**src/hdl/mbba_pkg.sv**
```systemverilog
// mbba_pkg: shared widths, constants, codes and types of the multi-bank bump allocator
// no dependencies; used by the interfaces, the align unit and the top level

package mbba_pkg;

    // default bank count
    localparam int NUM_BANKS_DEF = 8;

    // field widths
    localparam int SIZE_W   = 20;
    localparam int ALOG_W   = 4;
    localparam int FILL_W   = 25;
    localparam int ALIGN_W  = 16;
    localparam int AL_W     = FILL_W + 1;
    localparam int END_W    = FILL_W + 2;
    localparam int OBANK_W  = 3;
    localparam int MODE_W   = 2;
    localparam int CFG_IDX_W  = 2;
    localparam int CFG_DATA_W = 25;

    // constants
    localparam logic [FILL_W-1:0] FILL_MAX          = {FILL_W{1'b1}};
    localparam logic [SIZE_W-1:0] LARGE_ARRAY_BYTES = SIZE_W'(64);

    // register indexes
    localparam logic [CFG_IDX_W-1:0] CFG_STRATEGY = 2'd0;
    localparam logic [CFG_IDX_W-1:0] CFG_CAPACITY = 2'd1;

    // strategy codes
    localparam logic [MODE_W-1:0] MODE_LINEAR      = 2'd0;
    localparam logic [MODE_W-1:0] MODE_INTERLEAVED = 2'd1;
    localparam logic [MODE_W-1:0] MODE_OPTIMIZED   = 2'd2;

    // action codes
    localparam logic ACT_ALLOC = 1'b0;
    localparam logic ACT_CLEAR = 1'b1;

    // register reset values
    localparam logic [MODE_W-1:0] MODE_RESET     = MODE_LINEAR;
    localparam logic [FILL_W-1:0] CAPACITY_RESET = FILL_W'(65536);

    // align unit result
    typedef struct packed {
        logic [AL_W-1:0]   al;
        logic [END_W-1:0]  end_sum;
        logic              fits;
        logic [FILL_W-1:0] free_sp;
    } align_res_t;

endpackage

```
**src/hdl/mbba_if.sv**
```systemverilog
// mbba_if: valid/ready channels for requests and results
// depends on mbba_pkg for payload widths

interface mbba_req_if;
    logic                          valid;
    logic                          ready;
    logic                          action;
    logic [mbba_pkg::SIZE_W-1:0]   request_size;
    logic [mbba_pkg::ALOG_W-1:0]   align_log2;
    logic                          is_array;

    modport source (output valid, output action, output request_size,
                    output align_log2, output is_array, input ready);
    modport sink   (input valid, input action, input request_size,
                    input align_log2, input is_array, output ready);
endinterface

interface mbba_res_if;
    logic                          valid;
    logic                          ready;
    logic [mbba_pkg::OBANK_W-1:0]  bank_index;
    logic [mbba_pkg::FILL_W-1:0]   region_offset;
    logic                          aligned_flag;
    logic                          no_fit;

    modport source (output valid, output bank_index, output region_offset,
                    output aligned_flag, output no_fit, input ready);
    modport sink   (input valid, input bank_index, input region_offset,
                    input aligned_flag, input no_fit, output ready);
endinterface

```
**src/hdl/mbba_ram.sv**
```systemverilog
// mbba_ram: generic single-write, single-read ram with registered read data
// no dependencies

module mbba_ram #(
    parameter int WIDTH  = 25,
    parameter int DEPTH  = 8,
    parameter int ADDR_W = 3
) (
    input  logic              clk,
    input  logic              we,
    input  logic [ADDR_W-1:0] waddr,
    input  logic [WIDTH-1:0]  wdata,
    input  logic              re,
    input  logic [ADDR_W-1:0] raddr,
    output logic [WIDTH-1:0]  rdata
);

    logic [WIDTH-1:0] mem [DEPTH];
    logic [WIDTH-1:0] rdata_reg;

    // write port
    always_ff @(posedge clk)
    begin
        if (we)
        begin
            mem[waddr] <= wdata;
        end
    end

    // registered read port
    always_ff @(posedge clk)
    begin
        if (re)
        begin
            rdata_reg <= mem[raddr];
        end
    end

    assign rdata = rdata_reg;

endmodule

```
**src/hdl/mbba_align_unit.sv**
```systemverilog
// mbba_align_unit: shared align, fit-check and free-space unit
// depends on mbba_pkg for widths and the result struct

module mbba_align_unit (
    input  logic [mbba_pkg::FILL_W-1:0] fill,
    input  logic [mbba_pkg::ALOG_W-1:0] align_log2,
    input  logic [mbba_pkg::SIZE_W-1:0] request_size,
    input  logic [mbba_pkg::FILL_W-1:0] capacity,
    output mbba_pkg::align_res_t        res
);

    logic [mbba_pkg::ALIGN_W-1:0] amask;
    logic [mbba_pkg::AL_W-1:0]    al;
    logic [mbba_pkg::END_W-1:0]   end_sum;

    // alignment mask is two to the power minus one
    assign amask = mbba_pkg::ALIGN_W'((17'(1) << align_log2) - 17'(1));

    // round the pointer up, then add the size
    assign al      = (mbba_pkg::AL_W'(fill) + mbba_pkg::AL_W'(amask))
                     & ~mbba_pkg::AL_W'(amask);
    assign end_sum = mbba_pkg::END_W'(al) + mbba_pkg::END_W'(request_size);

    always_comb
    begin
        res.al      = al;
        res.end_sum = end_sum;
        res.fits    = (end_sum <= mbba_pkg::END_W'(capacity));
        res.free_sp = capacity - fill;
    end

endmodule

```
**src/hdl/multi_bank_bump_allocator_unit.sv**
```systemverilog
// multi_bank_bump_allocator_unit: a scanned allocation passes through the scan, pick, update and
// done states, a large array sent to bank 0 in interleaved mode through fetch, update and done,
// and a clear goes straight to done; one request at a time, the next accepted the cycle after
// the result is loaded, with the scan reading one bank pointer per cycle through the single
// ram read port and the shared align unit.
// reset (rst_n low, asynchronous) zeroes all bank pointers through per-bank valid bits and
// loads strategy 0 and capacity 65536; no clearing pass is needed.

module multi_bank_bump_allocator_unit #(
    parameter int NUM_BANKS = mbba_pkg::NUM_BANKS_DEF
) (
    input  logic                              clk,
    input  logic                              rst_n,
    mbba_req_if.sink                          req,
    mbba_res_if.source                        res,
    input  logic                              cfg_we,
    input  logic [mbba_pkg::CFG_IDX_W-1:0]    cfg_index,
    input  logic [mbba_pkg::CFG_DATA_W-1:0]   cfg_data
);

    localparam int BANK_W = (NUM_BANKS > 1) ? $clog2(NUM_BANKS) : 1;
    localparam int CNT_W  = $clog2(NUM_BANKS + 1);
    localparam int FILL_W = mbba_pkg::FILL_W;

    typedef enum logic [5:0] {
        ST_IDLE   = 6'b000001,
        ST_SCAN   = 6'b000010,
        ST_FETCH  = 6'b000100,
        ST_PICK   = 6'b001000,
        ST_UPDATE = 6'b010000,
        ST_DONE   = 6'b100000
    } state_t;

    state_t state_reg, state_next;

    // configuration registers
    logic [mbba_pkg::MODE_W-1:0] mode_reg;
    logic [FILL_W-1:0]           cap_reg;

    // request registers
    logic [mbba_pkg::SIZE_W-1:0] size_reg;
    logic [mbba_pkg::ALOG_W-1:0] alog_reg;

    // scan registers
    logic [CNT_W-1:0]  cnt_reg, cnt_next;
    logic              eval_vld_reg, eval_vld_next;
    logic [BANK_W-1:0] eval_idx_reg, eval_idx_next;
    logic [FILL_W-1:0] max_free_reg, max_free_next;
    logic [BANK_W-1:0] best_idx_reg, best_idx_next;
    logic [FILL_W-1:0] best_fill_reg, best_fill_next;
    logic [BANK_W-1:0] min_idx_reg, min_idx_next;
    logic [FILL_W-1:0] min_fill_reg, min_fill_next;
    logic [BANK_W-1:0] sel_bank_reg, sel_bank_next;
    logic [FILL_W-1:0] sel_fill_reg, sel_fill_next;

    // per-bank valid bits; an invalid bank reads as zero fill
    logic [NUM_BANKS-1:0] vld_reg, vld_next;

    // pending result
    logic [mbba_pkg::OBANK_W-1:0] pend_bank_reg, pend_bank_next;
    logic [FILL_W-1:0]            pend_off_reg, pend_off_next;
    logic                         pend_alf_reg, pend_alf_next;
    logic                         pend_nofit_reg, pend_nofit_next;

    // output register
    logic                         out_vld_reg, out_vld_next;
    logic [mbba_pkg::OBANK_W-1:0] out_bank_reg;
    logic [FILL_W-1:0]            out_off_reg;
    logic                         out_alf_reg;
    logic                         out_nofit_reg;
    logic                         out_load;

    // ram and align unit connections
    logic              ram_we;
    logic [BANK_W-1:0] ram_waddr;
    logic [FILL_W-1:0] ram_wdata;
    logic              ram_re;
    logic [BANK_W-1:0] ram_raddr;
    logic [FILL_W-1:0] ram_rdata;

    logic [FILL_W-1:0]    unit_fill;
    mbba_pkg::align_res_t unit_res;

    logic              req_xfer;
    logic              large_to_bank0;
    logic [FILL_W-1:0] eval_fill;
    logic [6:0]        sel_bank_wide;

    // saturate the new pointer
    function automatic logic [mbba_pkg::FILL_W-1:0] FILL_MAX_SAT(
        input logic [mbba_pkg::END_W-1:0] v
    );
        logic [mbba_pkg::FILL_W-1:0] r;
        r = (v > mbba_pkg::END_W'(mbba_pkg::FILL_MAX)) ? mbba_pkg::FILL_MAX
                                                        : v[mbba_pkg::FILL_W-1:0];
        return r;
    endfunction

    mbba_ram #(
        .WIDTH  (FILL_W),
        .DEPTH  (NUM_BANKS),
        .ADDR_W (BANK_W)
    ) u_fill_ram (
        .clk   (clk),
        .we    (ram_we),
        .waddr (ram_waddr),
        .wdata (ram_wdata),
        .re    (ram_re),
        .raddr (ram_raddr),
        .rdata (ram_rdata)
    );

    mbba_align_unit u_align (
        .fill         (unit_fill),
        .align_log2   (alog_reg),
        .request_size (size_reg),
        .capacity     (cap_reg),
        .res          (unit_res)
    );

    assign req.ready = (state_reg == ST_IDLE);
    assign req_xfer  = req.valid && req.ready;

    assign large_to_bank0 = (mode_reg == mbba_pkg::MODE_INTERLEAVED) && req.is_array
                            && (req.request_size > mbba_pkg::LARGE_ARRAY_BYTES);

    assign eval_fill = vld_reg[eval_idx_reg] ? ram_rdata : '0;
    assign unit_fill = (state_reg == ST_UPDATE) ? sel_fill_reg : eval_fill;

    assign sel_bank_wide = 7'(sel_bank_reg);

    // configuration writes
    always_ff @(posedge clk or negedge rst_n)
    begin
        if (!rst_n)
        begin
            mode_reg <= mbba_pkg::MODE_RESET;
            cap_reg  <= mbba_pkg::CAPACITY_RESET;
        end
        else if (cfg_we)
        begin
            unique case (cfg_index)
                mbba_pkg::CFG_STRATEGY: mode_reg <= cfg_data[mbba_pkg::MODE_W-1:0];
                mbba_pkg::CFG_CAPACITY: cap_reg  <= cfg_data[FILL_W-1:0];
                default: ;
            endcase
        end
    end

    // sequencer
    always_comb
    begin
        state_next      = state_reg;
        cnt_next        = cnt_reg;
        eval_vld_next   = 1'b0;
        eval_idx_next   = eval_idx_reg;
        max_free_next   = max_free_reg;
        best_idx_next   = best_idx_reg;
        best_fill_next  = best_fill_reg;
        min_idx_next    = min_idx_reg;
        min_fill_next   = min_fill_reg;
        sel_bank_next   = sel_bank_reg;
        sel_fill_next   = sel_fill_reg;
        vld_next        = vld_reg;
        pend_bank_next  = pend_bank_reg;
        pend_off_next   = pend_off_reg;
        pend_alf_next   = pend_alf_reg;
        pend_nofit_next = pend_nofit_reg;
        ram_we          = 1'b0;
        ram_waddr       = sel_bank_reg;
        ram_wdata       = FILL_MAX_SAT(unit_res.end_sum);
        ram_re          = 1'b0;
        ram_raddr       = cnt_reg[BANK_W-1:0];
        out_load        = 1'b0;

        unique case (state_reg)
            ST_IDLE:
            begin
                if (req_xfer)
                begin
                    if (req.action == mbba_pkg::ACT_CLEAR)
                    begin
                        vld_next        = '0;
                        pend_bank_next  = '0;
                        pend_off_next   = '0;
                        pend_alf_next   = 1'b0;
                        pend_nofit_next = 1'b0;
                        state_next      = ST_DONE;
                    end
                    else if (large_to_bank0)
                    begin
                        ram_re     = 1'b1;
                        ram_raddr  = '0;
                        state_next = ST_FETCH;
                    end
                    else
                    begin
                        cnt_next      = '0;
                        max_free_next = '0;
                        best_idx_next = '0;
                        min_idx_next  = '0;
                        state_next    = ST_SCAN;
                    end
                end
            end

            ST_SCAN:
            begin
                // issue one read per cycle
                if (cnt_reg < CNT_W'(NUM_BANKS))
                begin
                    ram_re        = 1'b1;
                    ram_raddr     = cnt_reg[BANK_W-1:0];
                    eval_vld_next = 1'b1;
                    eval_idx_next = cnt_reg[BANK_W-1:0];
                    cnt_next      = cnt_reg + CNT_W'(1);
                end
                // evaluate the bank read last cycle
                if (eval_vld_reg)
                begin
                    if (unit_res.fits && (unit_res.free_sp > max_free_reg))
                    begin
                        max_free_next  = unit_res.free_sp;
                        best_idx_next  = eval_idx_reg;
                        best_fill_next = eval_fill;
                    end
                    if ((eval_idx_reg == '0) || (eval_fill < min_fill_reg))
                    begin
                        min_idx_next  = eval_idx_reg;
                        min_fill_next = eval_fill;
                    end
                    if (eval_idx_reg == BANK_W'(NUM_BANKS - 1))
                    begin
                        state_next = ST_PICK;
                    end
                end
            end

            ST_FETCH:
            begin
                sel_bank_next = '0;
                sel_fill_next = vld_reg[0] ? ram_rdata : '0;
                state_next    = ST_UPDATE;
            end

            ST_PICK:
            begin
                // fall back to the least-used bank when no bank both fits the request and has free space
                if (max_free_reg == '0)
                begin
                    sel_bank_next = min_idx_reg;
                    sel_fill_next = min_fill_reg;
                end
                else
                begin
                    sel_bank_next = best_idx_reg;
                    sel_fill_next = best_fill_reg;
                end
                state_next = ST_UPDATE;
            end

            ST_UPDATE:
            begin
                ram_we                 = 1'b1;
                vld_next[sel_bank_reg] = 1'b1;
                pend_bank_next         = sel_bank_wide[mbba_pkg::OBANK_W-1:0];
                pend_off_next          = (unit_res.al > mbba_pkg::AL_W'(mbba_pkg::FILL_MAX))
                                         ? mbba_pkg::FILL_MAX
                                         : unit_res.al[FILL_W-1:0];
                pend_alf_next          = (alog_reg != '0);
                pend_nofit_next        = !unit_res.fits;
                state_next             = ST_DONE;
            end

            ST_DONE:
            begin
                if (!out_vld_reg || res.ready)
                begin
                    out_load   = 1'b1;
                    state_next = ST_IDLE;
                end
            end

            default:
            begin
                state_next = ST_IDLE;
            end
        endcase
    end

    // output valid
    always_comb
    begin
        out_vld_next = out_vld_reg;
        if (out_load)
        begin
            out_vld_next = 1'b1;
        end
        else if (res.ready)
        begin
            out_vld_next = 1'b0;
        end
    end

    // control state
    always_ff @(posedge clk or negedge rst_n)
    begin
        if (!rst_n)
        begin
            state_reg    <= ST_IDLE;
            cnt_reg      <= '0;
            eval_vld_reg <= 1'b0;
            vld_reg      <= '0;
            out_vld_reg  <= 1'b0;
        end
        else
        begin
            state_reg    <= state_next;
            cnt_reg      <= cnt_next;
            eval_vld_reg <= eval_vld_next;
            vld_reg      <= vld_next;
            out_vld_reg  <= out_vld_next;
        end
    end

    // datapath registers
    always_ff @(posedge clk)
    begin
        if (req_xfer)
        begin
            size_reg <= req.request_size;
            alog_reg <= req.align_log2;
        end
        eval_idx_reg   <= eval_idx_next;
        max_free_reg   <= max_free_next;
        best_idx_reg   <= best_idx_next;
        best_fill_reg  <= best_fill_next;
        min_idx_reg    <= min_idx_next;
        min_fill_reg   <= min_fill_next;
        sel_bank_reg   <= sel_bank_next;
        sel_fill_reg   <= sel_fill_next;
        pend_bank_reg  <= pend_bank_next;
        pend_off_reg   <= pend_off_next;
        pend_alf_reg   <= pend_alf_next;
        pend_nofit_reg <= pend_nofit_next;
        if (out_load)
        begin
            out_bank_reg  <= pend_bank_reg;
            out_off_reg   <= pend_off_reg;
            out_alf_reg   <= pend_alf_reg;
            out_nofit_reg <= pend_nofit_reg;
        end
    end

    assign res.valid         = out_vld_reg;
    assign res.bank_index    = out_bank_reg;
    assign res.region_offset = out_off_reg;
    assign res.aligned_flag  = out_alf_reg;
    assign res.no_fit        = out_nofit_reg;

    // a clear transfer invalidates every bank pointer
    a_clear_invalidates: assert property (
        @(posedge clk) disable iff (!rst_n)
        (req_xfer && (req.action == mbba_pkg::ACT_CLEAR)) |=> (vld_reg == '0)
    ) else $error("clear did not invalidate bank pointers");

    // an update leaves the chosen bank valid
    a_update_sets_valid: assert property (
        @(posedge clk) disable iff (!rst_n)
        (state_reg == ST_UPDATE) |=> vld_reg[$past(sel_bank_reg)]
    ) else $error("updated bank not marked valid");

    // scan counter stays within the bank count
    a_scan_bound: assert property (
        @(posedge clk) disable iff (!rst_n)
        (state_reg == ST_SCAN) |-> (cnt_reg <= CNT_W'(NUM_BANKS))
    ) else $error("scan counter past bank count");

    // a new result is loaded only into a free or draining output register
    a_no_overwrite: assert property (
        @(posedge clk) disable iff (!rst_n)
        (out_vld_reg && !res.ready) |-> !out_load
    ) else $error("result overwritten before transfer");

endmodule
```
**src/flat_wrapper.sv**
```systemverilog
// flat-port wrapper written by rule: the top's interface ports become plain ports
module multi_bank_bump_allocator_unit_flat 
#(
    parameter int NUM_BANKS = mbba_pkg::NUM_BANKS_DEF
)
  (clk, rst_n, cfg_we, cfg_index, cfg_data, req_valid, req_action, req_request_size, req_align_log2, req_is_array, req_ready, res_valid, res_bank_index, res_region_offset, res_aligned_flag, res_no_fit, res_ready);
  mbba_req_if req_i ();
  mbba_res_if res_i ();
  input  logic clk;
  input  logic rst_n;
  input  logic cfg_we;
  input  logic [mbba_pkg::CFG_IDX_W-1:0] cfg_index;
  input  logic [mbba_pkg::CFG_DATA_W-1:0] cfg_data;
  input wire logic [$bits(req_i.valid)-1:0] req_valid;
  input wire logic [$bits(req_i.action)-1:0] req_action;
  input wire logic [$bits(req_i.request_size)-1:0] req_request_size;
  input wire logic [$bits(req_i.align_log2)-1:0] req_align_log2;
  input wire logic [$bits(req_i.is_array)-1:0] req_is_array;
  output wire logic [$bits(req_i.ready)-1:0] req_ready;
  output wire logic [$bits(res_i.valid)-1:0] res_valid;
  output wire logic [$bits(res_i.bank_index)-1:0] res_bank_index;
  output wire logic [$bits(res_i.region_offset)-1:0] res_region_offset;
  output wire logic [$bits(res_i.aligned_flag)-1:0] res_aligned_flag;
  output wire logic [$bits(res_i.no_fit)-1:0] res_no_fit;
  input wire logic [$bits(res_i.ready)-1:0] res_ready;
  assign req_i.valid = req_valid;
  assign req_i.action = req_action;
  assign req_i.request_size = req_request_size;
  assign req_i.align_log2 = req_align_log2;
  assign req_i.is_array = req_is_array;
  assign req_ready = req_i.ready;
  assign res_valid = res_i.valid;
  assign res_bank_index = res_i.bank_index;
  assign res_region_offset = res_i.region_offset;
  assign res_aligned_flag = res_i.aligned_flag;
  assign res_no_fit = res_i.no_fit;
  assign res_i.ready = res_ready;
  multi_bank_bump_allocator_unit #(.NUM_BANKS(NUM_BANKS)) u_core (.clk(clk), .rst_n(rst_n), .req(req_i), .res(res_i), .cfg_we(cfg_we), .cfg_index(cfg_index), .cfg_data(cfg_data));
endmodule
```
**config.mk**
```make
export PLATFORM = sky130hd
export DESIGN_NAME = multi_bank_bump_allocator_unit_flat
export DESIGN_NICKNAME = d
export VERILOG_FILES = /design/src/hdl/mbba_pkg.sv /design/src/hdl/mbba_if.sv /design/src/hdl/mbba_ram.sv /design/src/hdl/mbba_align_unit.sv /design/src/hdl/multi_bank_bump_allocator_unit.sv /design/src/flat_wrapper.sv
export SDC_FILE = /design/constraint.sdc
export NUM_CORES = 1
export LEC_CHECK = 0
export ABC_AREA = 1
export BUFFER_PORTS_ARGS = -buffer_cell sky130_fd_sc_hd__buf_2
export CAP_MARGIN = 30
export CORE_MARGIN = 8
export CORE_UTILIZATION = 50
export CTS_BUF_LIST = sky130_fd_sc_hd__clkbuf_4
export CTS_CLUSTER_SIZE = 8
export DETAILED_ROUTE_END_ITERATION = 7
export GPL_TIMING_DRIVEN = 1
export HOLD_SLACK_MARGIN = 0.08
export PLACE_DENSITY = 0.76
export SLEW_MARGIN = 20
export SYNTH_ARGS = -nofsm -noshare
export SYNTH_HDL_FRONTEND = slang
export SYNTH_HIERARCHICAL = 1
export SYNTH_SLANG_ARGS = --single-unit
```
**constraint.sdc**
```tcl
create_clock -name clk -period 10.7 [get_ports clk]
set_input_delay 0.535 -clock clk [delete_from_list [all_inputs] [get_ports clk]]
set_output_delay 0.535 -clock clk [all_outputs]
set_load 0.02 [all_outputs]
```
# Word level (Yosys, flattened, before mapping)
# Memory sizes are Yosys's and may differ from the RTL's. A register that Yosys moved wholly into a read port is not among the register bits.
# Index checks and enable logic that the tools add are counted.
[word_totals] memories=1 register_bits=243 ram_bits=200 out_inout_bits=32 word_cells=162
[mem_list] memory="u_core.u_fill_ram.mem" depth=8 width=25 rd=1 rd_clocked_by_memory_dff=1 wr=1 line_no="mbba_ram.sv:18" rtl="logic [WIDTH-1:0] mem [DEPTH];"
[op_classes] n_addsub=5 bitwise_logic=3 n_reduce_logical=28 n_mux=70 shifts=1 n_lt_le_gt_ge=10 eq_ne=19
[ops] operator="2-to-1 mux 25 bit" n=13
[ops] operator="case mux 25 bit (2 select lines)" n=3
[ops] operator="2-to-1 mux 3 bit" n=15
[ops] operator="2-to-1 mux 6 bit" n=5
[ops] operator="case mux 6 bit (5 select lines)" n=1
[ops] operator="adder 26 x 20 -> 27 bit" n=1
[ops] operator="> comparator 27 x 25 -> 1 bit, second input constant" n=1
[ops] operator="<= comparator 27 x 25 -> 1 bit" n=1
[ops] operator="adder 25 x 16 -> 26 bit" n=1
[ops] operator="AND 26 bit" n=1
[ops] operator="> comparator 26 x 25 -> 1 bit, second input constant" n=1
[ops] operator="NOT 16 -> 26 bit" n=1
[ops] operator="> comparator 25 bit" n=1
[ops] operator="logical NOT 25 bit" n=1
[ops] operator="less-than comparator 25 bit" n=1
[ops] operator="subtractor 25 bit" n=1
[ops] operator="case mux 3 bit (2 select lines)" n=4
[ops] operator="> comparator 20 x 7 -> 1 bit, second input constant" n=1
[ops] operator="2-to-1 mux 1 bit" n=16
[ops] operator="2-to-1 mux 4 bit" n=4
[ops] operator="2-to-1 mux 8 bit" n=2
[ops] operator="case mux 8 bit (2 select lines)" n=1
[ops] operator="<< shifter 1 x 4 -> 16 bit, first input constant" n=1
[ops] operator="subtractor 16 x 2 -> 16 bit, second input constant" n=1
[ops] operator="32 further kinds" n=58

# Longest topological paths before layout
# Gate-level depths: netlist (run 1).
[depth] ltp_word=12 mapped_depth=43

# Hierarchy
# The synthesis (run 1) kept the hierarchy.
[modules_own_cells] module="multi_bank_bump_allocator_unit" n_inst=1 area_per_inst_um2=11148.2 cells_each=1055
[modules_own_cells] module="mbba_ram" n_inst=1 area_per_inst_um2=9512.9 cells_each=907
[modules_own_cells] module="mbba_align_unit" n_inst=1 area_per_inst_um2=4899.7 cells_each=859

# Worst setup path before layout (run 1)
# OpenSTA, ideal clock, no wires.
[synth_path] path_kind="flip-flop to flip-flop" startpoint="reg u_core/alog_reg[3] (netlist name)" endpoint="reg u_core.best_idx_reg[0], enable pin" setup_time_ps=422 n_path_buf=1 arrival_ps=6310 setup_slack_ps=3968 stages_incl_launch_ff=38 cell_sequence="edfxtp_1 -> nor2_4 -> nand3_1 -> ha_1 -> nand3_1 -> a31oi_1 -> xnor2_1 -> ha_1 -> nand2_1 -> inv_1 -> nand2_1 -> nand2_1 -> inv_1 -> nand2_2 -> a21oi_1 -> xor2_1 -> nor2_1 -> ha_1 -> (+2 left out) -> nor4_2 -> a21oi_1 -> o21bai_1 -> xor2_1 -> ha_1 -> a21oi_1 -> nor2_1 -> nor2_1 -> nand3_1 -> a21oi_1 -> nand2_1 -> nand2_1 -> a21oi_1 -> nor2_2 -> inv_1 -> a31oi_1 -> nand2_1 -> a21oi_1"
[synth_rtl] element="from (decl)" line_no="multi_bank_bump_allocator_unit.sv:42" rtl="logic [mbba_pkg::ALOG_W-1:0] alog_reg;"
[synth_rtl] element="from (signal assigned)" line_no="multi_bank_bump_allocator_unit.sv:332" rtl="alog_reg <= req.align_log2;"
[synth_rtl] element="to (signal assigned)" line_no="multi_bank_bump_allocator_unit.sv:336" rtl="best_idx_reg <= best_idx_next;"
[synth_rtl] element="to (decl)" line_no="multi_bank_bump_allocator_unit.sv:49" rtl="logic [BANK_W-1:0] best_idx_reg, best_idx_next;"

==> results.txt, run 1 <==
----------------------------------------------------
[Outcome]
  Status ... finished, final reports clean

[Finish]
  Share of the core filled with cells ... around 57%
  Number of filler cells placed in the layout ... around 4.4k
  Area added between synthesis and finish ... 13.16%
  Flip-flop count of the largest register after layout ... 200
  Final-stage net count ... 3,244
  Share of cells above drive strength 1 ... a little over an eighth
  Flip-flop and latch area ... approximately 0.014 sq mm
  Finished layout cell area ... approximately 0.029 sq mm
  Area taken by multi-input logic gates ... approximately 0.0094 sq mm
  Reg with most FFs ... u_core/u_fill_ram/mem

[Clocking]
  Post-CTS setup-driven buffer insertion count ... 0
  Worst-case clock buffer depth ... 3
  CTS sink cnt ... approximately 470
  Max H-tree Level ... 3
  Clock transition at path regs ... about 0.060 ns
  Clk_lat worst skew ... about 0.93 ns
  Cell at the root of the clock tree ... sky130_fd_sc_hd__clkbuf_4
  Cts bufs inserted ... between 100 and 150
  CTS tree ... built

[Yosys]
  Fraction of synthesized area in multiplexers ... under 10%
  Combinational family with the most area after synthesis ... simple AND/OR/NAND/NOR gates
  Distinct cell type count of the synthesized netlist ... between 60 and 70
  Most area-hungry cell type in the Yosys netlist ... sky130_fd_sc_hd__edfxtp_1
  Post-synthesis sequential area ratio ... a little over half
  Synthesized-area fraction occupied by ao, oa, aoi and oai cells ... 5.879%
  Post-synthesis area per instance ... a little over 9 sq um
  Basic-gate share of the synthesized area counting and, or, nand and nor cells ... between 20% and 30%
  Most frequent cell after synthesis ... sky130_fd_sc_hd__nand2_1
  Yosys warning total ... 6
  Cell types with the highest counts after synthesis ... sky130_fd_sc_hd__nand2_1, sky130_fd_sc_hd__inv_1, sky130_fd_sc_hd__edfxtp_1, sky130_fd_sc_hd__nor2_1, sky130_fd_sc_hd__nand3_1
  Number of synthesized register bits ... around 470
  Share of synthesized flip-flops with an asynchronous set or reset ... between 10 and 15%
  Largest cells by area after synthesis ... sky130_fd_sc_hd__edfxtp_1, sky130_fd_sc_hd__nand2_1, sky130_fd_sc_hd__inv_1
  Top FF cell, synth ... sky130_fd_sc_hd__edfxtp_1
  Share of the synthesized area in the top cell type ... roughly 50%
  Fraction of the mapped netlist area in adder cells ... 6.892%
  EDFF count, synth ... 421
  Fraction of synthesized cell area in xor and xnor cells ... about 2.1%
  Number of instances in the synthesized netlist ... between 2k and 3k
  Syn Std Cell Area ... between 0.02 and 0.03 sq mm

[STA]
  Final worst hold slack ... between 0.2 and 0.3 ns
  Max Clk Rate ... ~0.12 GHz
  Max-Slew Margin vs Limit ... 30.70%
  Final setup TNS ... 0 ns
  Transition time at the pin with the least slew margin ... about 1.0 ns
  Final number of max-transition violations ... 0
  Portion of the clock cycle consumed by the worst path in the final layout ... 78.41%
  Endpoints failing hold ... 0
  Unrepaired setup endpoints after global routing ... false
  Final-report setup violation count ... 0
  Final worst path period need ... 8.390 ns
  Post-Route Skew ... between 0.1 and 0.15 ns

[Detailed routing]
  Mean routed wirelength per cell ... 19.38 um
  Vias per Instance ... around 5.3
  First DRT Iteration DRCs ... ~2k
  Post-detailed-routing wire length ... about 74,000 um
  Number of vias in the routed layout ... a little over 20k
  First-pass detailed-route iteration total ... 8
  Drc violations ... 0
  Post-detailed-route count of antenna-violating nets ... 0

[Worst hold path]
  Worst Hold Path EP ... u_core/cap_reg[0]
  Origin of the worst min-delay path ... cfg_index[0]
  Hold-critical path depth ... 5
  Tightest Hold Check Type ... input port to register

[Floorplanning]
  Total core area ... approximately 0.051 sq mm
  Std cell rows ... 83
  Floorplan die height ... around 240 um
  Overall die width ... 242.1 um
  Num ports ... 90
  DIE AREA ... 0.05861 sq mm
  Initial standard-cell utilization of the core ... between 50 and 60%

[Global route]
  Antenna violations before repair ... 4
  GRT Total Usage ... between 20% and 30%
  Number of global-route vias before repair ... 20.22k
  First-pass GRT wire length ... about 110,000 um
  GR Overflow Total ... 0
  Maximum number of pins on one net before global-route repair ... 87

[Placement]
  Placed instance area ... about 0.027 sq mm
  Buffers on Ports ... 89
  RePlAce Congestion ... ~1
  Half-perimeter wire length after placement ... roughly 52,000 um

[Power and ir drop]
  Internal power component ... between 4 and 5 mW
  Clk pwr share ... approximately 18%
  Worst vdd ir ... 0.2029 mV
  Power per unit of standard cell area ... around 290 mW/mm^2
  Psw ... between 3 and 4 mW
  Proportion of total power due to net switching ... a little under half
  Cell leakage power ... around 13 nW
  Share of total power in combinational logic ... 50.4%
  Sequential share of power ... a little under a third

[Worst setup path]
  Kind of critical path ... register to register
  Largest delay share family, worst path ... simple AND/OR/NAND/NOR gates
  Worst reg-to-reg setup slack ... ~2.3 ns
  Required time at the worst-slack endpoint ... around 11 ns
  Max FO, Critical Path ... 39
  Critical path's most frequent cell ... sky130_fd_sc_hd__nand2_1
  Worst path arrival time ... 8.93 ns
  Element type at the critical path end ... register
  Slowest cell on the critical path ... sky130_fd_sc_hd__dfstp_2
  Element type at the critical path start ... register
  Start point of the critical path ... u_core/state_reg[0]
  Worst R2R End ... u_core/max_free_reg[19]
  Cells on worst reg2reg path ... 40
  CP max stage delay ... between 0.5 and 0.6 ns
  Number of logic stages on the critical path including buffering ... 40
  Reg-to-reg critical path startpoint ... u_core/state_reg[0]
  Buffers and inverters on the worst path ... 8

[Job]
  Number of maximum-capacitance constraint violations ... 0

----------------------------------------------------
## cells in the final DEF, fill, tap and decap left out, types with 5 or more instances in the layout
master and instances:
sky130_fd_sc_hd__o21ai_0 80, sky130_fd_sc_hd__inv_1 522, sky130_fd_sc_hd__nor4_1 8, sky130_fd_sc_hd__ha_1 136, sky130_fd_sc_hd__clkbuf_4 170, sky130_fd_sc_hd__inv_2 16
sky130_fd_sc_hd__o211ai_1 5, sky130_fd_sc_hd__nand4_1 29, sky130_fd_sc_hd__o21bai_1 7, sky130_fd_sc_hd__a21oi_1 100, sky130_fd_sc_hd__nor3_1 16, sky130_fd_sc_hd__nand3_1 156
sky130_fd_sc_hd__xnor2_1 24, sky130_fd_sc_hd__nor2_2 23, sky130_fd_sc_hd__o21ai_1 13, sky130_fd_sc_hd__clkinv_2 10, sky130_fd_sc_hd__nor2_1 241, sky130_fd_sc_hd__nand2_2 20
sky130_fd_sc_hd__dlygate4sd3_1 56, sky130_fd_sc_hd__mux2_2 23, sky130_fd_sc_hd__clkinv_1 33, sky130_fd_sc_hd__buf_2 89, sky130_fd_sc_hd__xor2_1 38, sky130_fd_sc_hd__nand2_1 721
sky130_fd_sc_hd__o22ai_1 29, sky130_fd_sc_hd__nand3_2 8, sky130_fd_sc_hd__buf_4 27, sky130_fd_sc_hd__dfrtp_1 45, sky130_fd_sc_hd__edfxtp_1 421, sky130_fd_sc_hd__a31oi_1 10
## what timing repair did
action,CTS,global route
endpoints found under the hold margin,100,0
resized for setup,0,0
hold buffers,56,0
## worst min-delay path, cell delays in order
cell	delay [ns]
sky130_fd_sc_hd__buf_2	0.09
sky130_fd_sc_hd__nand3b_1	0.07
sky130_fd_sc_hd__buf_4	0.26
sky130_fd_sc_hd__nand2_1	0.10
sky130_fd_sc_hd__o21ai_0	0.08
## cell type report
cell class | instances | share of cell area, %
clock inverters | 48 | 0.8608
inverters | 539 | 6.999
repair buffers | 177 | 4.512
flip-flops and latches | 468 | 47.78
clock buffers | 170 | 4.412
multi-input cells | 1742 | 32.47
diodes | 3 | 0.02595
well taps | 680 | 2.941
## power by group through the flow
| stage | Combinational (mW) | Clock, mW | Sequential (mW) |
|---|---|---|---|
| 6_report | 4.25 | 1.52 | 2.67 |
| 5_1_grt | 4.71 | 1.64 | 2.68 |
| 4_1_cts | 4.19 | 1.55 | 2.66 |
| 3_5_place_dp | 4.15 | 0 | 2.70 |
| 3_3_place_gp | 4.03 | 0 | 2.70 |
| 2_1_floorplan | 2.86 | 0 | 2.66 |
## how the worst max path moves through the flow
stage,to,slack [ns]
after CTS,u_core/max_free_reg[0],2.42
after global routing,u_core/max_free_reg[0],1.78
after global placement,u_core/max_free_reg[19],2.55
after floorplan,u_core/best_idx_reg[0],3.97
final,u_core/max_free_reg[19],2.31
after detailed placement,u_core/max_free_reg[19],2.48
## metal layers
layer | vias to the layer above | routed length (um) | global-route usage (%)
li1 | 9674 | - | -
met1 | 9666 | 30380 | 32.26
met2 | 930 | 34480 | 40.23
met3 | 201 | 6302 | 4.883
met4 | 2 | 2986 | 11.19
met5 | - | 8 | 0
## metrics by stage
step	total power, mW	instances	worst slack (ns)
finish	8.432	3827	2.310
global route	9.029	3826	1.778
CTS	8.412	3823	2.422
detailed placement	6.853	3549	2.485
global placement	6.725	3545	2.547
floorplan	5.520	2822	3.968
## logic make-up (layout without fill, tap and decap cells)
| family | Yosys count | after routing |
|---|---|---|
| DFF | 468 | 468 |
| AOI/OAI and AO/OA | 269 | 269 |
| adders and majority gates | 139 | 139 |
| and+or+nand+nor | 1247 | 1247 |
| other | 1 | 5 |
| muxes | 23 | 23 |
| buffers and inverters | 612 | 934 |
| xor gates and xnor gates | 62 | 62 |
(Power assumes the default switching activity.)
==> run 2, diff against run 1 <==
--- a/config.mk
+++ b/config.mk
@@ -15,7 +15,7 @@
 export DETAILED_ROUTE_END_ITERATION = 7
 export GPL_TIMING_DRIVEN = 1
 export HOLD_SLACK_MARGIN = 0.08
-export PLACE_DENSITY = 0.76
+export PLACE_DENSITY = 0.78
 export SLEW_MARGIN = 20
 export SYNTH_ARGS = -nofsm -noshare
 export SYNTH_HDL_FRONTEND = slang
==> constraint.sdc (replaced) <==
create_clock -name clk -period 7.5 [get_ports clk]
set_input_delay 0.375 -clock clk [delete_from_list [all_inputs] [get_ports clk]]
set_output_delay 0.375 -clock clk [all_outputs]
set_load 0.02 [all_outputs]
==> results.txt, run 2 (same netlist as run 1, synthesis figures left out) <==
----------------------------------------------------
[Global route]
  GR Overflow Total ... 0 (unchanged)
  Number of global-route vias before repair ... 19.44k (-3.8%)
  GRT Total Usage ... 23.17% (-1.7 points)
  Maximum number of pins on one net before global-route repair ... 80 (-8.0%)
  First-pass GRT wire length ... 107,500 um (-5.7%)
  Antenna violations before repair ... 4 (unchanged)

[Power and ir drop]
  Cell leakage power ... 13.37 nW (about the same)
  Total power of the final layout ... 11.89 mW (+41%)
  Worst vdd ir ... 0.2162 mV (+6.5%)
  Power per unit of standard cell area ... 410.7 mW/mm^2 (+41%)

[Worst setup path]
  Required time at the worst-slack endpoint ... 8.03 ns (-3.21 ns)
  Reg-to-reg critical path startpoint ... u_core/state_reg[2]
  Element type at the critical path start ... register
  Kind of critical path ... register to register
  Slowest cell on the critical path ... sky130_fd_sc_hd__dfrtp_1
  Start point of the critical path ... u_core/state_reg[2]
  Element type at the critical path end ... register
  Critical path's most frequent cell ... sky130_fd_sc_hd__nand2_1
  Worst path arrival time ... 7.57 ns (-1.36 ns)
  CP max stage delay ... 0.43 ns (-0.14 ns)
  Max FO, Critical Path ... 28 (-28%)

[Finish]
  Share of cells above drive strength 1 ... 13.73% (+0.28 points)
  Area added between synthesis and finish ... 13.26% (about the same)
  Commonest non-fill, non-tap cell in the layout ... sky130_fd_sc_hd__nand2_1
  Commonest cells after routing, fill and taps aside ... sky130_fd_sc_hd__nand2_1, sky130_fd_sc_hd__inv_1, sky130_fd_sc_hd__edfxtp_1
  Reg with most FFs ... u_core/u_fill_ram/mem
  Final-stage net count ... 3,243 (-0.031%)
  Flip-flop count of the largest register after layout ... 200 (unchanged)
  Share of the core filled with cells ... 56.89% (about the same)

[STA]
  Final setup margin ... 0.4625 ns (-1.848 ns)
  Final-report setup violation count ... 0 (unchanged)
  Max-Slew Margin vs Limit ... 39.44% (+8.7 points)
  Transition time at the pin with the least slew margin ... 0.9074 ns (-0.1299 ns)
  Portion of the clock cycle consumed by the worst path in the final layout ... 93.83% (+15 points)
  Final worst path period need ... 7.037 ns (-1.352 ns)
  Max Clk Rate ... 0.1421 GHz (+19%)
  Post-Route Skew ... 0.08917 ns (-0.01733 ns)
  Final number of max-transition violations ... 0 (unchanged)
  Endpoints failing hold ... 0 (unchanged)
  Final setup TNS ... 0 ns (unchanged)

[Floorplanning]
  Std cell rows ... 83 (unchanged)
  Floorplan die height ... 242.1 um (unchanged)
  Total core area ... 0.05089 sq mm (unchanged)
  Initial standard-cell utilization of the core ... 50.23% (unchanged)
  Num ports ... 90 (unchanged)
  Overall die width ... 242.1 um (unchanged)
  DIE AREA ... 0.05861 sq mm (unchanged)

[Clocking]
  CTS sink cnt ... 468 (unchanged)
  Max H-tree Level ... 3 (unchanged)
  CTS tree ... built
  Worst-case clock buffer depth ... 3 (unchanged)
  Post-CTS setup-driven buffer insertion count ... 0 (unchanged)
  Clock transition at path regs ... 0.07 ns (about the same)
  Cts bufs inserted ... 113 (-5.0%)
  Clk_lat worst skew ... 0.90 ns (-0.03 ns)
  Cell at the root of the clock tree ... sky130_fd_sc_hd__clkbuf_4

[Detailed routing]
  WL met3 ... 6801 um (+7.9%)
  Mean routed wirelength per cell ... 18.03 um (-6.9%)
  Post-detailed-route count of antenna-violating nets ... 0 (unchanged)
  Post-detailed-routing wire length ... 68,780 um (-7.3%)
  Met1 Routed Length ... 27,800 um (-8.5%)
  Number of vias in the routed layout ... 20.12k (-1.7%)
  First-pass detailed-route iteration total ... 6 (-2)
  Drc violations ... 0 (unchanged)
  First DRT Iteration DRCs ... 2,017 (+2.1%)
  Uppermost signal routing layer after detailed routing ... met4
  Metal2 WL ... 31,920 um (-7.4%)
  Vias per Instance ... 5.275 (-1.4%)

[Placement]
  Place WS ... 0.3256 ns (-2.159 ns)
  Buffers on Ports ... 89 (unchanged)
  RePlAce Congestion ... 0.9985 (-0.34%)
  Half-perimeter wire length after placement ... 47,760 um (-8.8%)

[Outcome]
  Status ... finished, final reports clean

[Worst hold path]
  Tightest Hold Check Type ... input port to asynchronous set/reset pin

[Job]
  Number of maximum-capacitance constraint violations ... 0 (unchanged)

----------------------------------------------------
run 2: cell count changes in the layout (fill, tap and decap cells not counted), moves of 2 or more:
cell	change
sky130_fd_sc_hd__clkinv_1	-10
sky130_fd_sc_hd__nor3_2	+2
sky130_fd_sc_hd__clkbuf_4	-9
sky130_fd_sc_hd__xor2_1	-3
sky130_fd_sc_hd__xor2_2	+3
sky130_fd_sc_hd__nor2_1	-3
sky130_fd_sc_hd__nor2_2	+3
sky130_fd_sc_hd__buf_4	+4
sky130_fd_sc_hd__buf_12	+3
run 2: cell type report:
type	count	area (sq um)
clock buffer	161	1209
fill	4382	21940
clock inverter	39	251.5
antenna	3	7.507
multi-input combinational	1742	9433
timing repair buffer	182	1353
sequential	468	13820
inverter	539	2024
tap	680	850.8
run 2: what timing repair did:
action                                  CTS  global route
hold buffers                             56             0
resized for setup                         0            11
hold endpoints to repair                105             0
endpoints found under the setup margin    0            53
run 2: stage by stage:
stage / hold slack, ns / area, sq um / cells
2_1_floorplan: 0.07941 / 25560 / 2822
3_3_place_gp: 0.4001 / 26800 / 3551
3_5_place_dp: 0.4052 / 26870 / 3555
4_1_cts: 0.1037 / 28890 / 3811
5_1_grt: 0.1407 / 28940 / 3812
6_report: 0.1647 / 28950 / 3814
run 2: final timing paths:
check                      slack [ns]                     endpoint  cells past startpoint
setup / recovery                 0.46       u_core/max_free_reg[0]                     31
hold / removal                   0.16             u_core/res.valid                      3
setup reg to reg                 0.46       u_core/max_free_reg[0]                     31
hold reg to reg                  0.41  u_core/res.region_offset[5]                      0
max in group asynchronous        6.77            u_core/cap_reg[7]                      3
min in group clk                 0.19            u_core/cap_reg[0]                      5
run 2: critical path: cells and delay by family (launching register included):
kind | cells | cell delay (ns)
xor+xnor | 2 | 0.50
simple gates | 18 | 3.18
flops | 1 | 0.43
compound gates | 4 | 0.70
buf+inv | 4 | 0.84
fa+ha+maj | 3 | 1.02
run 2: per-layer routing:
layer	up-vias	track usage, %
li1	9680	-
met1	9323	30.05
met2	952	37.36
met3	165	5.236
met4	0	9.525
met5	-	0
run 2: power by group:
group          total, mW  internal [mW]  switching [mW]
logic               5.99           1.85            4.14
registers           3.80           3.61           0.190
clock network       2.10           1.06            1.04
total               11.9           6.52            5.37
